==> src/hdl/faru_pkg.sv <==
// faru_pkg: shared types and constants for the fixed-point arithmetic unit.
// No dependencies; used by all files under hdl/.
package faru_pkg;

    localparam int DEF_WIDTH  = 32;
    localparam int FRAC_W     = 5;
    localparam int FRAC_MAX   = 31;
    localparam logic [FRAC_W-1:0] DEF_FRAC = 5'd16;

    typedef enum logic [1:0] {
        KIND_ADD = 2'd0,
        KIND_SUB = 2'd1,
        KIND_MUL = 2'd2,
        KIND_DIV = 2'd3
    } t_kind;

    // side info carried beside the divider data
    typedef struct packed {
        t_kind kind;
        logic  q_neg;
        logic  a_neg;
        logic  b_zero;
    } t_ctl;

endpackage

==> src/hdl/faru_prep.sv <==
// faru_prep: three front stages (operand capture, multiply/add, product scaling).
// Depends on faru_pkg.
module faru_prep #(
    parameter int WIDTH = faru_pkg::DEF_WIDTH,
    parameter int DW    = WIDTH + faru_pkg::FRAC_MAX
) (
    input  logic                       i_clk,
    input  logic                       i_rst_n,
    input  logic                       i_valid,
    output logic                       o_ready,
    input  logic [1:0]                 i_kind,
    input  logic [31:0]                i_operand_a,
    input  logic [31:0]                i_operand_b,
    input  logic [faru_pkg::FRAC_W-1:0] i_frac,
    output logic                       o_valid,
    input  logic                       i_ready,
    output faru_pkg::t_ctl             o_ctl,
    output logic [WIDTH-1:0]           o_res,
    output logic [DW-1:0]              o_dd,
    output logic [WIDTH-1:0]           o_d
);
    localparam int PW = 2 * WIDTH + 32;

    logic rdy1, rdy2, rdy3;
    logic r_v1, r_v2, r_v3;

    // stage 1
    logic signed [WIDTH-1:0]     r_a1, r_b1;
    faru_pkg::t_kind             r_k1;
    logic [faru_pkg::FRAC_W-1:0] r_f1;

    // stage 2
    logic signed [2*WIDTH-1:0]   r_prod2;
    logic [WIDTH-1:0]            r_res2;
    logic [DW-1:0]               r_dd2;
    logic [WIDTH-1:0]            r_d2;
    faru_pkg::t_ctl              r_ctl2;
    logic [faru_pkg::FRAC_W-1:0] r_f2;

    // stage 3
    faru_pkg::t_ctl              r_ctl3;
    logic [WIDTH-1:0]            r_res3;
    logic [DW-1:0]               r_dd3;
    logic [WIDTH-1:0]            r_d3;

    logic [WIDTH-1:0]     n_amag, n_bmag;
    logic signed [PW-1:0] n_pext, n_bias, n_scaled;

    assign rdy3    = !r_v3 || i_ready;
    assign rdy2    = !r_v2 || rdy3;
    assign rdy1    = !r_v1 || rdy2;
    assign o_ready = rdy1;
    assign o_valid = r_v3;
    assign o_ctl   = r_ctl3;
    assign o_res   = r_res3;
    assign o_dd    = r_dd3;
    assign o_d     = r_d3;

    assign n_amag = r_a1[WIDTH-1] ? WIDTH'(-r_a1) : WIDTH'(r_a1);
    assign n_bmag = r_b1[WIDTH-1] ? WIDTH'(-r_b1) : WIDTH'(r_b1);

    // truncate toward zero: bias negative products by 2^f - 1 before shifting
    assign n_pext   = PW'(r_prod2);
    assign n_bias   = r_prod2[2*WIDTH-1] ? ((PW'(1) << r_f2) - PW'(1)) : '0;
    assign n_scaled = (n_pext + n_bias) >>> r_f2;

    always_ff @(posedge i_clk) begin
        if (!i_rst_n) begin
            r_v1 <= 1'b0;
            r_v2 <= 1'b0;
            r_v3 <= 1'b0;
        end else begin
            if (rdy1) r_v1 <= i_valid;
            if (rdy2) r_v2 <= r_v1;
            if (rdy3) r_v3 <= r_v2;
        end
    end

    always_ff @(posedge i_clk) begin
        if (rdy1) begin
            r_a1 <= $signed(i_operand_a[WIDTH-1:0]);
            r_b1 <= $signed(i_operand_b[WIDTH-1:0]);
            r_k1 <= faru_pkg::t_kind'(i_kind);
            r_f1 <= i_frac;
        end
        if (rdy2) begin
            r_prod2       <= r_a1 * r_b1;
            r_res2        <= (r_k1 == faru_pkg::KIND_SUB) ? WIDTH'(r_a1 - r_b1)
                                                          : WIDTH'(r_a1 + r_b1);
            r_dd2         <= DW'(n_amag) << r_f1;
            r_d2          <= n_bmag;
            r_ctl2.kind   <= r_k1;
            r_ctl2.q_neg  <= r_a1[WIDTH-1] ^ r_b1[WIDTH-1];
            r_ctl2.a_neg  <= r_a1[WIDTH-1];
            r_ctl2.b_zero <= (r_b1 == '0);
            r_f2          <= r_f1;
        end
        if (rdy3) begin
            r_ctl3 <= r_ctl2;
            r_res3 <= (r_ctl2.kind == faru_pkg::KIND_MUL) ? n_scaled[WIDTH-1:0] : r_res2;
            r_dd3  <= r_dd2;
            r_d3   <= r_d2;
        end
    end

endmodule

==> config.mk <==
export PLATFORM = sky130hd
export DESIGN_NAME = faru_prep
export DESIGN_NICKNAME = d
export VERILOG_FILES = /design/src/hdl/faru_pkg.sv /design/src/hdl/faru_prep.sv
export SDC_FILE = /design/constraint.sdc
export NUM_CORES = 2
export LEC_CHECK = 0
export BUFFER_PORTS_ARGS = -buffer_cell sky130_fd_sc_hd__buf_2
export CAP_MARGIN = 0
export CORE_MARGIN = 5
export CORE_UTILIZATION = 45
export DETAILED_ROUTE_END_ITERATION = 8
export PLACE_DENSITY_LB_ADDON = 0.05
export SKIP_LAST_GASP = 1
export SYNTH_ARGS = -nofsm -noshare
export SYNTH_HDL_FRONTEND = slang
export SYNTH_SLANG_ARGS = --single-unit
==> constraint.sdc <==
create_clock -name i_clk -period 10.2 [get_ports i_clk]
set_input_delay 1.02 -clock i_clk [delete_from_list [all_inputs] [get_ports i_clk]]
set_output_delay 1.02 -clock i_clk [all_outputs]
set_load 0.02 [all_outputs]
==> flow_summary_export.csv <==
group,metric,value,unit
setup_path,cpPeakStageDelay,880,ps
setup_path,timing.rr.start,"r_b1[6]",
setup_path,critPathKind,"flip-flop to flip-flop",
setup_path,cpMostUsedCell,"fa_1",
cts,cts_resized,0,
synth,synthesis.area,0.0620,mm2
synth,synth_cell_type_count,85,
min_path,min_to,"o_dd[55]",
run,drv_cap,0,
synth,ys_warn_count,0,
timing,tightestPinTransition,1220,ps
route,drt_iter0_markers,3251,
global_routing,grt_pass1_wl,306,mm
final_layout,multi_input_area,0.0446,mm2
setup_path,ff2ff_setup_slack,820,ps
min_path,hold_start,"r_dd2[55]",
synth,synth_edf_count,404,
timing,rsz0062_at_grt,"false",
final_layout,final_common_cell,"fa_1",
timing,finClkSkew,58.9,ps
synth,syn_area_per_cell,9.71,um2
synth,yosysSeqAreaShare,19.6,%
timing,fin_crit_sh,91.9,%
placement,gp_congestion,0.903,
route,ant_nets,0,
die,fp.dieW,381,um
final_layout,regArea,0.0122,mm2
route,vias,45900,
cts,htreeDepth,2,
timing,relSlewSlack,18.4,%
final_layout,syn2layout_area_growth,7.26,%
cts,cts_tree,"done",
synth,ys.flop_type,"edfxtp_1",
setup_path,r2r-end,"r_prod2[63]",
setup_path,required,10560,ps
die,dieArea,0.145,mm2
route,drc,0,
timing,hold_viol_final,0,
timing,drv_slew,0,
final_layout,mostFrequentLayoutCells,"fa_1 (1083), inv_1 (1010), nand2_1 (741)",
cts,clkTransAtPathRegs,70,ps
cts,holdBufCountCts,0,
route,via_per_inst,5.57,
setup_path,start_kind,"flip-flop",
synth,synthCells,6390,
cts,post_cts_buffers,0,
setup_path,rr_worst_depth,28,
outcome,outcome,"complete, no violations",
cts,cts.sinks,407,
final_layout,top_register,"r_prod2",
min_path,hold_class,"flip-flop to flip-flop",
global_routing,grt_max_degree,66,
synth,ys_ff_latch,407,
setup_path,startpoint,"r_b1[6]",
final_layout,nFillCells,13100,
die,fp.dieH,381,um
die,start_util,45.2,%
global_routing,grt_usage,27.5,%
cts,cts-root-buf,"clkbuf_16",
placement,hpwl,163,mm
cts,insertion_delay,670,ps
route,drt_pre_antenna_iters,6,
die,core_area,0.137,mm2
setup_path,critPathSlowestCell,"fa_1",
die,design.portCount,209,
setup_path,critPathCaptureType,"flip-flop",
timing,setup_viol_count_final,0,
final_layout,drive_gt1_share,7.71,%
die,row_count,136,
setup_path,cp_max_fo,21,
route,postRouteWirelength,199,mm
timing,fin_crit,9380,ps
final_layout,fin_nets,7838,
global_routing,grt_pass1_vias,48300,
timing,setup_tns,0,ps
synth,synth-async-reset-ratio,0,%
placement,io_buffers,208,
min_path,min_path_cells,0,
timing,clock.fmax,107,MHz
final_layout,largest_reg_flops,64,
cts,cts_buffers,49,
route,routedWlPerCell,24.2,um
cts,cts_buffer_depth,3,
global_routing,antenna_found_initial,7,
global_routing,grt_overflow,0,
setup_path,worstPathArrival,9740,ps
==> worst max-delay path: cells and delay by family (launching register included) <==
family | cells | cell delay, ps
buffers and inverters | 6 | 1420
xor gates and xnor gates | 1 | 90
AOI/OAI and AO/OA | 9 | 1660
DFF | 1 | 860
and+or+nand+nor | 3 | 390
adders and majority gates | 9 | 4650
==> cells by family (layout without fill, tap and decap cells) <==
logic type	after synthesis	in the layout	synth area share, %
xor+xnor	252	252	3.56
compound gates	860	860	9.04
other cells	1	20	0.00604
mux	183	183	3.54
buf+inv	1417	1446	8.59
flops	407	407	19.6
fa+ha+maj	1366	1366	40.7
simple gates	1904	1904	15.0
==> through the flow <==
| stage | util, % | setup WS, ps | instance area [um2] | instances | hold WS [ps] |
|---|---|---|---|---|---|
| 3_3_place_gp | 47.3 | 900 | 64900 | 8140 | 401 |
| 3_5_place_dp | 47.3 | 821 | 64900 | 8140 | 405 |
| 6_report | 48.5 | 825 | 66500 | 8232 | 405 |
| 4_1_cts | 48.5 | 765 | 66500 | 8228 | 401 |
| 2_1_floorplan | - | 1560 | 62100 | 6405 | 400 |
| 5_1_grt | 48.5 | 272 | 66500 | 8228 | 410 |
==> routing by layer <==
layer,global-route usage [%],share of wire [%]
met1,36.5,42
met2,47.3,49
met3,3.39,5.2
met4,8.73,3.7
met5,0,0.0065
==> worst max path at each step <==
| stage | to | slack (ps) |
|---|---|---|
| 6_report | r_prod2[63] | 820 |
| 5_1_grt | r_prod2[63] | 270 |
| 4_1_cts | r_prod2[63] | 760 |
| 3_5_place_dp | r_prod2[63] | 820 |
| 3_3_place_gp | r_prod2[63] | 900 |
| 2_1_floorplan | r_prod2[63] | 1560 |
==> layout make-up <==
cell class	instances	area share (%)
Clock inverter	33	0.572
Clock buffer	55	1.88
Multi-Input combinational cell	4581	67.0
Inverter	1019	5.76
Sequential cell	407	18.3
Tap cell	1794	3.37
Timing Repair Buffer	339	3.06
Antenna cell	4	0.0150
==> synth_stat cells (all sizes together) (29+ instances only) <==
master / n / area (um2)
and2: 538 / 3370
nand2b: 33 / 214
nor3: 71 / 367
nand4: 30 / 188
or3: 32 / 215
o21ai: 171 / 856
o21a: 30 / 225
o31ai: 34 / 269
xor2: 101 / 885
a211oi: 51 / 383
buf: 63 / 248
inv: 1013 / 3800
nand3: 58 / 295
nor2: 290 / 1090
and3: 29 / 181
clkbuf: 335 / 1260
mux2i: 133 / 1330
fa: 1084 / 21700
edfxtp: 404 / 12100
a21o: 98 / 736
xnor2: 151 / 1320
a21oi: 231 / 1160
ha: 282 / 3530
nand2: 742 / 2790
nor2b: 29 / 181
Power is left out: the tool's default activity adds up to more than one toggle a clock period on the data nets, which glitch-free logic cannot reach.
