[src/hdl/faru_pkg.sv]
// faru_pkg: shared types and constants for the fixed-point arithmetic unit.
// No dependencies; used by all files under hdl/.
package faru_pkg;

    localparam int DEF_WIDTH  = 32;
    localparam int FRAC_W     = 5;
    localparam int FRAC_MAX   = 31;
    localparam logic [FRAC_W-1:0] DEF_FRAC = 5'd16;

    typedef enum logic [1:0] {
        KIND_ADD = 2'd0,
        KIND_SUB = 2'd1,
        KIND_MUL = 2'd2,
        KIND_DIV = 2'd3
    } t_kind;

    // side info carried beside the divider data
    typedef struct packed {
        t_kind kind;
        logic  q_neg;
        logic  a_neg;
        logic  b_zero;
    } t_ctl;

endpackage

[src/hdl/faru_div_step.sv]
// faru_div_step: one registered restoring-division step (one quotient bit).
// Depends on faru_pkg.
module faru_div_step #(
    parameter int WIDTH = faru_pkg::DEF_WIDTH,
    parameter int DW    = WIDTH + faru_pkg::FRAC_MAX
) (
    input  logic               i_clk,
    input  logic               i_rst_n,
    input  logic               i_valid,
    output logic               o_ready,
    input  faru_pkg::t_ctl     i_ctl,
    input  logic [WIDTH-1:0]   i_res,
    input  logic [DW-1:0]      i_dd,
    input  logic [WIDTH-1:0]   i_rem,
    input  logic [WIDTH-1:0]   i_d,
    output logic               o_valid,
    input  logic               i_ready,
    output faru_pkg::t_ctl     o_ctl,
    output logic [WIDTH-1:0]   o_res,
    output logic [DW-1:0]      o_dd,
    output logic [WIDTH-1:0]   o_rem,
    output logic [WIDTH-1:0]   o_d
);
    logic             r_v;
    faru_pkg::t_ctl   r_ctl;
    logic [WIDTH-1:0] r_res, r_rem, r_d;
    logic [DW-1:0]    r_dd;
    logic [WIDTH:0]   n_t, n_diff;
    logic             n_ge;

    assign o_ready = !r_v || i_ready;
    assign n_t     = {i_rem, i_dd[DW-1]};
    assign n_diff  = n_t - {1'b0, i_d};
    assign n_ge    = (n_t >= {1'b0, i_d});

    always_ff @(posedge i_clk) begin
        if (!i_rst_n) begin
            r_v <= 1'b0;
        end else if (o_ready) begin
            r_v <= i_valid;
        end
    end

    always_ff @(posedge i_clk) begin
        if (o_ready) begin
            r_ctl <= i_ctl;
            r_res <= i_res;
            r_d   <= i_d;
            r_rem <= n_ge ? n_diff[WIDTH-1:0] : n_t[WIDTH-1:0];
            r_dd  <= {i_dd[DW-2:0], n_ge};
        end
    end

    assign o_valid = r_v;
    assign o_ctl   = r_ctl;
    assign o_res   = r_res;
    assign o_dd    = r_dd;
    assign o_rem   = r_rem;
    assign o_d     = r_d;

endmodule
[config.mk]
export PLATFORM = sky130hd
export DESIGN_NAME = faru_div_step
export DESIGN_NICKNAME = d
export VERILOG_FILES = /design/src/hdl/faru_pkg.sv /design/src/hdl/faru_div_step.sv
export SDC_FILE = /design/constraint.sdc
export NUM_CORES = 1
export LEC_CHECK = 0
export BUFFER_PORTS_ARGS = -buffer_cell sky130_fd_sc_hd__buf_2
export CAP_MARGIN = 20
export CORE_MARGIN = 3
export CORE_UTILIZATION = 35
export CTS_CLUSTER_SIZE = 40
export DETAILED_ROUTE_END_ITERATION = 10
export PLACE_DENSITY_LB_ADDON = 0.15
export SKIP_LAST_GASP = 1
export SYNTH_ARGS = -nofsm -noshare
export SYNTH_HDL_FRONTEND = slang
export SYNTH_SLANG_ARGS = --single-unit
export TNS_END_PERCENT = 30
[constraint.sdc]
create_clock -name i_clk -period 6.94 [get_ports i_clk]
set_clock_uncertainty 0.2 [all_clocks]
set_input_delay 0.347 -clock i_clk [delete_from_list [all_inputs] [get_ports i_clk]]
set_output_delay 0.347 -clock i_clk [all_outputs]
set_load 0.05 [all_outputs]
==> qor.yml, run 1 <==
clock_tree:
  clk_latency_ps: 420
  clock_path_buffers: 2
  cts_setup_buffers: 0
  cts_tree: "yes"
  cts-root-buf: "clkbuf_16"
  cts_buffers: 17
  clkTransAtPathRegs_ps: 70
  h-tree-depth: 4
  clock_sinks: 165
  ctsResizeCount: 0
sta:
  slew_headroom_pct: 41.51
  hold_viol: 0
  tightest_slew_ps: 877.4
  period_share_pct: 63.73
  setup_tns_ps: 0
  min_period_ps: 4423
  timing.fmax_mhz: 226.1
  hold_slack_ps: 44.30
  rsz0062_at_grt: "false"
  slew_violations: 0
  finalSetupViolations: 0
global_routing:
  gr-usage-all-layers_pct: 18.80
  grt_max_degree: 106
  grt_pass1_vias: 5780
  overflow: 0
  antenna_found_initial: 2
  grt_pass1_wl_mm: 32.13
pwr:
  pwr-share-seq_pct: 41.4
  cellInternalPower_mw: 1.949
  cellPowerDensity_mw_per_mm2: 266.2
  p_sw_share_pct: 34.47
  p_leak_nw: 4.971
  netSwitchingPower_mw: 1.026
  combPwrFrac_pct: 27.3
  clock_power_share_pct: 31.3
  irDropWorstVdd_v: 0.0001552
yosys:
  syn_area_per_cell_um2: 14.34
  synth.mux.area_fraction_pct: 2.029
  synth_top_area_cell: "edfxtp_1"
  synth_top_family_by_area: "compound AO/OA/AOI/OAI gates"
  synth-compound-area-share_pct: 11.20
  ys_ff_latch: 165
  synth_edf_count: 164
  netlist_instances: 512
  syn_nets: 713
  synth-simple-area-share_pct: 6.597
  syn-cell-area_mm2: 0.007340
  yosysTopAreaCellShare_pct: 67.10
  synthTopCellsByArea: "edfxtp_1 (67%), ha_1 (5.5%), a21oi_1 (2.5%)"
  async_flop_share_pct: 0
  yosysSeqAreaShare_pct: 67.37
  synthXorXnorAreaFrac_pct: 3.222
  synthFlopType: "edfxtp_1"
  synth_warnings: 0
  synth_fa_ha_area_share_pct: 5.728
  ys_types: 55
floorplanning:
  die_y_um: 150.8
  fp-row-count: 52
  core_area_mm2: 0.02043
  ios: 334
  die_area_mm2: 0.02274
  dieWidth_um: 150.8
  start_util_pct: 35.93
finish:
  fin_cells: 1267
  multiInputGateArea_mm2: 0.002120
  final_nets: 1184
  drive_gt1_share_pct: 41.06
  fillers: 1747
  register_area_mm2: 0.004945
  synthToLayoutAreaGrowth_pct: 52.23
routing:
  drcViolationCount: 0
  vias_per_cell: 4.616
  wire_per_inst_um: 17.41
  drt-initial-drc-count: 279
  ant_nets: 0
  wl_mm: 22.06
  vias: 5848
  drtPass1Iterations: 4
worst_setup_path:
  critical_path.cell_chain: "dlygate4sd3_1 -> buf_2 -> inv_1 -> ha_1 -> nand4_1 -> or4_4 -> a21oi_2 -> nor3_2 -> a211oi_4 -> o21ai_2 -> o31ai_4 -> buf_4 -> mux2_4"
  endpoint_kind: "register"
  critPathKind: "input pin to register"
  crit_arrival_ps: 4400
  worstSetupStartpointType: "input pin"
  cp.buffers_inverters: 4
  worstPathMaxFanout: 23
  worst_path_max_delay_cell: "o31ai_4"
  cp.required_ps: 6910
  slowest_delay_ps: 750
  cp_top_family: "compound AO/OA/AOI/OAI gates"
placement:
  dp.cells: 1101
  dpl.hpwl_mm: 16.01
  port_buffers: 333
  routabilityCongestion: 0.7956
worst_hold_path:
  hp-class: "input pin to register"
status:
  outcome: "complete, no violations"
job:
  cap_violations: 0
worst reg2reg max path: cells and delay by family (launching register included):
kind / cells / cell delay, ps
AND/OR/NAND/NOR: 1 / 630
buffers and inverters: 1 / 520
flip-flops: 1 / 340
stage by stage:
step           setup WS [ps]  utilization [%]  area, um2  power [mW]
3_5_place_dp            2604            45.28       9250       2.006
2_1_floorplan           1297                -       7340       1.821
3_3_place_gp            2680            45.28       9250       2.005
6_report                2517            54.69      11170       2.975
4_1_cts                 2504            54.68      11170       3.008
5_1_grt                 2294            54.69      11170       3.103
final cells by class:
type | instances | area share, %
timing repair buffer | 469 | 27.14
antenna | 1 | 0.02240
clock inverter | 14 | 1.344
inverter | 39 | 1.310
multi-input combinational | 291 | 18.97
sequential | 165 | 44.26
clock buffer | 18 | 3.931
tap | 270 | 3.024
metal layers:
layer | share of wire [%] | wire length [um] | track usage, %
met1 | 40 | 8878 | 22.47
met2 | 52 | 11380 | 33.53
met3 | 6.1 | 1354 | 4.428
met4 | 2.0 | 435 | 5.893
met5 | 0.059 | 13 | 0
cell usage in the layout (no fill, tap or decap), types with 5 or more instances in the layout:
cell type	n
xnor2_1	16
o211ai_1	5
buf_2	333
o21ai_0	13
clkbuf_16	17
nand4_1	8
clkinv_4	5
ha_1	32
o21a_1	7
nand3_1	10
edfxtp_1	164
a21oi_2	20
a21oi_1	36
nand2_1	26
mux2_2	7
xor2_1	11
dlygate4sd3_1	133
inv_1	39
inv_8	5
a21o_1	13
nor2_1	36
power groups by stage:
stage               Combinational, mW  Sequential [mW]  Clock (mW)
global route                    0.861             1.24        1.00
floorplan                       0.221             1.60           0
global placement                0.754             1.25           0
detailed placement              0.755             1.25           0
finish                          0.812             1.23       0.932
CTS                             0.818             1.23       0.960
cells by family (layout without fill, tap and decap cells):
| kind of cell | Yosys count | count (layout) |
|---|---|---|
| flops | 165 | 165 |
| compound gates | 118 | 118 |
| simple gates | 101 | 101 |
| buf+inv | 56 | 540 |
| fa+ha+maj | 33 | 33 |
| xor+xnor | 27 | 27 |
| mux | 12 | 12 |
| other cells | 0 | 1 |
sequential cells by signal, summed over array words and instances, names as in the netlist:
signal,cells
o_ctl,5
o_d,32
o_dd,63
o_valid,1
o_rem,32
o_res,32
timing repair:
item	4_1_cts	5_1_grt
endpoints found under the setup margin	0	0
hold buffers	133	0
endpoints found under the hold margin	132	0
synth_stat cells, drive strengths merged, types with 5 or more instances:
| master | count |
|---|---|
| buf | 12 |
| mux2 | 11 |
| xor2 | 11 |
| xnor2 | 16 |
| nand4 | 9 |
| o21a | 7 |
| nor2 | 36 |
| edfxtp | 164 |
| clkbuf | 5 |
| a21o | 13 |
| ha | 32 |
| a21oi | 56 |
| nand2 | 26 |
| nand3 | 10 |
| o21ai | 15 |
| inv | 39 |
| o211ai | 5 |
final timing paths:
kind / start / cells past startpoint / slack, ps / to
worst max-delay path: i_d[16] / 13 / 2520 / o_rem[23]
worst min-delay path: i_rem[22] / 2 / 40 / o_rem[23]
worst max register to register: o_valid / 2 / 4790 / o_res[21]
worst min register to register: o_valid / 1 / 970 / o_dd[60]
Note: power is estimated with default switching activity, not from simulation.
==> run 2, diff against run 1 <==
==> constraint.sdc (replaced) <==
create_clock -name i_clk -period 3.9 [get_ports i_clk]
set_clock_uncertainty 0.2 [all_clocks]
set_input_delay 0.195 -clock i_clk [delete_from_list [all_inputs] [get_ports i_clk]]
set_output_delay 0.195 -clock i_clk [all_outputs]
set_load 0.05 [all_outputs]
==> qor.yml, run 2 (synthesis results as in run 1) <==
finish:
  final_nets: 1224  # +3.4%
  drive_gt1_share_pct: 40.15  # -0.91 points
  final_common_cell: "buf_2"
  multiInputGateArea_mm2: 0.002122  # +0.12%
  synthToLayoutAreaGrowth_pct: 57.89
  fillers: 1701  # -2.6%
  final_cell_mix: "buf_2 (333), dlygate4sd3_1 (166), edfxtp_1 (164)"
  largest_register_ff_count: 63  # unchanged
  fin_cells: 1307  # +3.2%
  register_area_mm2: 0.004945  # unchanged
pwr:
  irDropWorstVdd_v: 0.0002831  # +82%
  cellPowerDensity_mw_per_mm2: 460.8  # +73%
  p_leak_nw: 5.152  # +3.7%
sta:
  finalSetupViolations: 0  # unchanged
  period_share_pct: 94.96
  timing.fmax_mhz: 270.0
  slew_violations: 0  # unchanged
  tightest_slew_ps: 566.3  # -311.0 ps
  hold_viol: 0  # unchanged
  slew_headroom_pct: 61.27  # +20 points
  setup_tns_ps: 0  # unchanged
  min_period_ps: 3703
  hold_slack_ps: 278.9  # +234.6 ps
routing:
  wl_mm: 22.70  # +2.9%
  vias_per_cell: 4.595  # -0.44%
  wire_per_inst_um: 17.37  # -0.24%
  ant_nets: 0  # unchanged
  drt-initial-drc-count: 236  # -15%
  drcViolationCount: 0  # unchanged
  drtPass1Iterations: 4  # unchanged
  vias: 6006  # +2.7%
global_routing:
  grt_max_degree: 98  # -7.5%
  grt_pass1_vias: 6051  # +4.7%
  antenna_found_initial: 1  # -1
  gr-usage-all-layers_pct: 19.30  # +0.50 points
  grt_pass1_wl_mm: 33.45  # +4.1%
  overflow: 0  # unchanged
floorplanning:
  die_y_um: 150.8  # unchanged
  core_area_mm2: 0.02043  # unchanged
  die_area_mm2: 0.02274  # unchanged
  start_util_pct: 35.93  # unchanged
  dieWidth_um: 150.8  # unchanged
  fp-row-count: 52  # unchanged
  ios: 334  # unchanged
clock_tree:
  cts-root-buf: "clkbuf_16"
  h-tree-depth: 4  # unchanged
  clock_sinks: 165  # unchanged
  clk_latency_ps: 420  # about the same
  clock_path_buffers: 2  # unchanged
  cts_tree: "yes"
  clkTransAtPathRegs_ps: 70  # about the same
  cts_buffers: 17  # unchanged
worst_setup_path:
  endpoint_kind: "register"
  crit_arrival_ps: 3680  # -720 ps
  cp.required_ps: 3880  # -3030 ps
  critPathKind: "input pin to register"
  worstSetupStartpointType: "input pin"
  worstPathMaxFanout: 3  # -87%
status:
  outcome: "complete, no violations"
job:
  cap_violations: 0  # unchanged
placement:
  routabilityCongestion: 0.8352  # +5.0%
  dp.cells: 1107  # +0.54%
  dpl.hpwl_mm: 16.29  # +1.7%
  port_buffers: 333  # unchanged
worst_hold_path:
  hp-class: "input pin to register"
[run 2: power breakdown]
group | internal [mW] | switching, mW | leakage, nW
Sequential | 2.15 | 0.0401 | 1.70
Clock | 0.858 | 0.793 | 0.287
Combinational | 0.484 | 1.02 | 3.16
[run 2: stage by stage]
| stage | worst slack, ps | util, % | instance area (um2) | power (mW) |
|---|---|---|---|---|
| finish | 196.7 | 56.72 | 11590 | 5.340 |
| global route | -1.332 | 56.72 | 11590 | 5.558 |
| CTS | 78.31 | 56.66 | 11580 | 5.397 |
| detailed placement | 294.6 | 45.68 | 9333 | 3.591 |
| global placement | 386.5 | 45.68 | 9333 | 3.584 |
| floorplan | 402.4 | - | 7342 | 3.234 |
[run 2: worst paths after layout]
| check | startpoint | to | slack (ps) | cells past startpoint |
|---|---|---|---|---|
| setup / recovery | i_dd[62] | o_rem[30] | 200 | 14 |
| setup reg to reg | o_valid | o_valid | 1540 | 4 |
| hold / removal | i_res[1] | o_res[1] | 280 | 2 |
| hold reg to reg | o_valid | o_res[27] | 780 | 1 |
[run 2: worst max-delay path, stage by stage]
cell           delay (ps)
dlygate4sd3_1         540
buf_2                 110
inv_1                  30
ha_1                  210
fa_1                  400
nand2b_1              180
a21oi_1               180
o2111ai_1             210
o211a_1               300
a31oi_1               330
a21oi_1               240
o41ai_1               360
xor2_1                120
mux2_4                270
[run 2: repair_timing]
action,in CTS,in global routing
hold endpoints to repair,164,0
hold buffers,166,0
setup buffers,0,1
setup endpoints to repair,0,1
resized for setup,0,2
[run 2: per-layer routing]
| layer | part of all wire (%) | global-route usage [%] | wire length [um] | vias up |
|---|---|---|---|---|
| met1 | 38 | 21.92 | 8654 | 2830 |
| li1 | - | - | - | 2927 |
| met3 | 7.0 | 5.386 | 1580 | 28 |
| met4 | 2.4 | 6.210 | 549 | 0 |
| met5 | 0 | 0 | 0 | - |
| met2 | 52 | 35.03 | 11920 | 221 |
[run 2: layout make-up]
cell class / count / share of cell area, %
Multi-Input combinational cell: 291 / 18.31
Clock buffer: 17 / 3.671
Clock inverter: 15 / 1.350
Antenna cell: 1 / 0.02159
Sequential cell: 165 / 42.67
Inverter: 39 / 1.263
Tap cell: 270 / 2.915
Timing Repair Buffer: 509 / 29.80
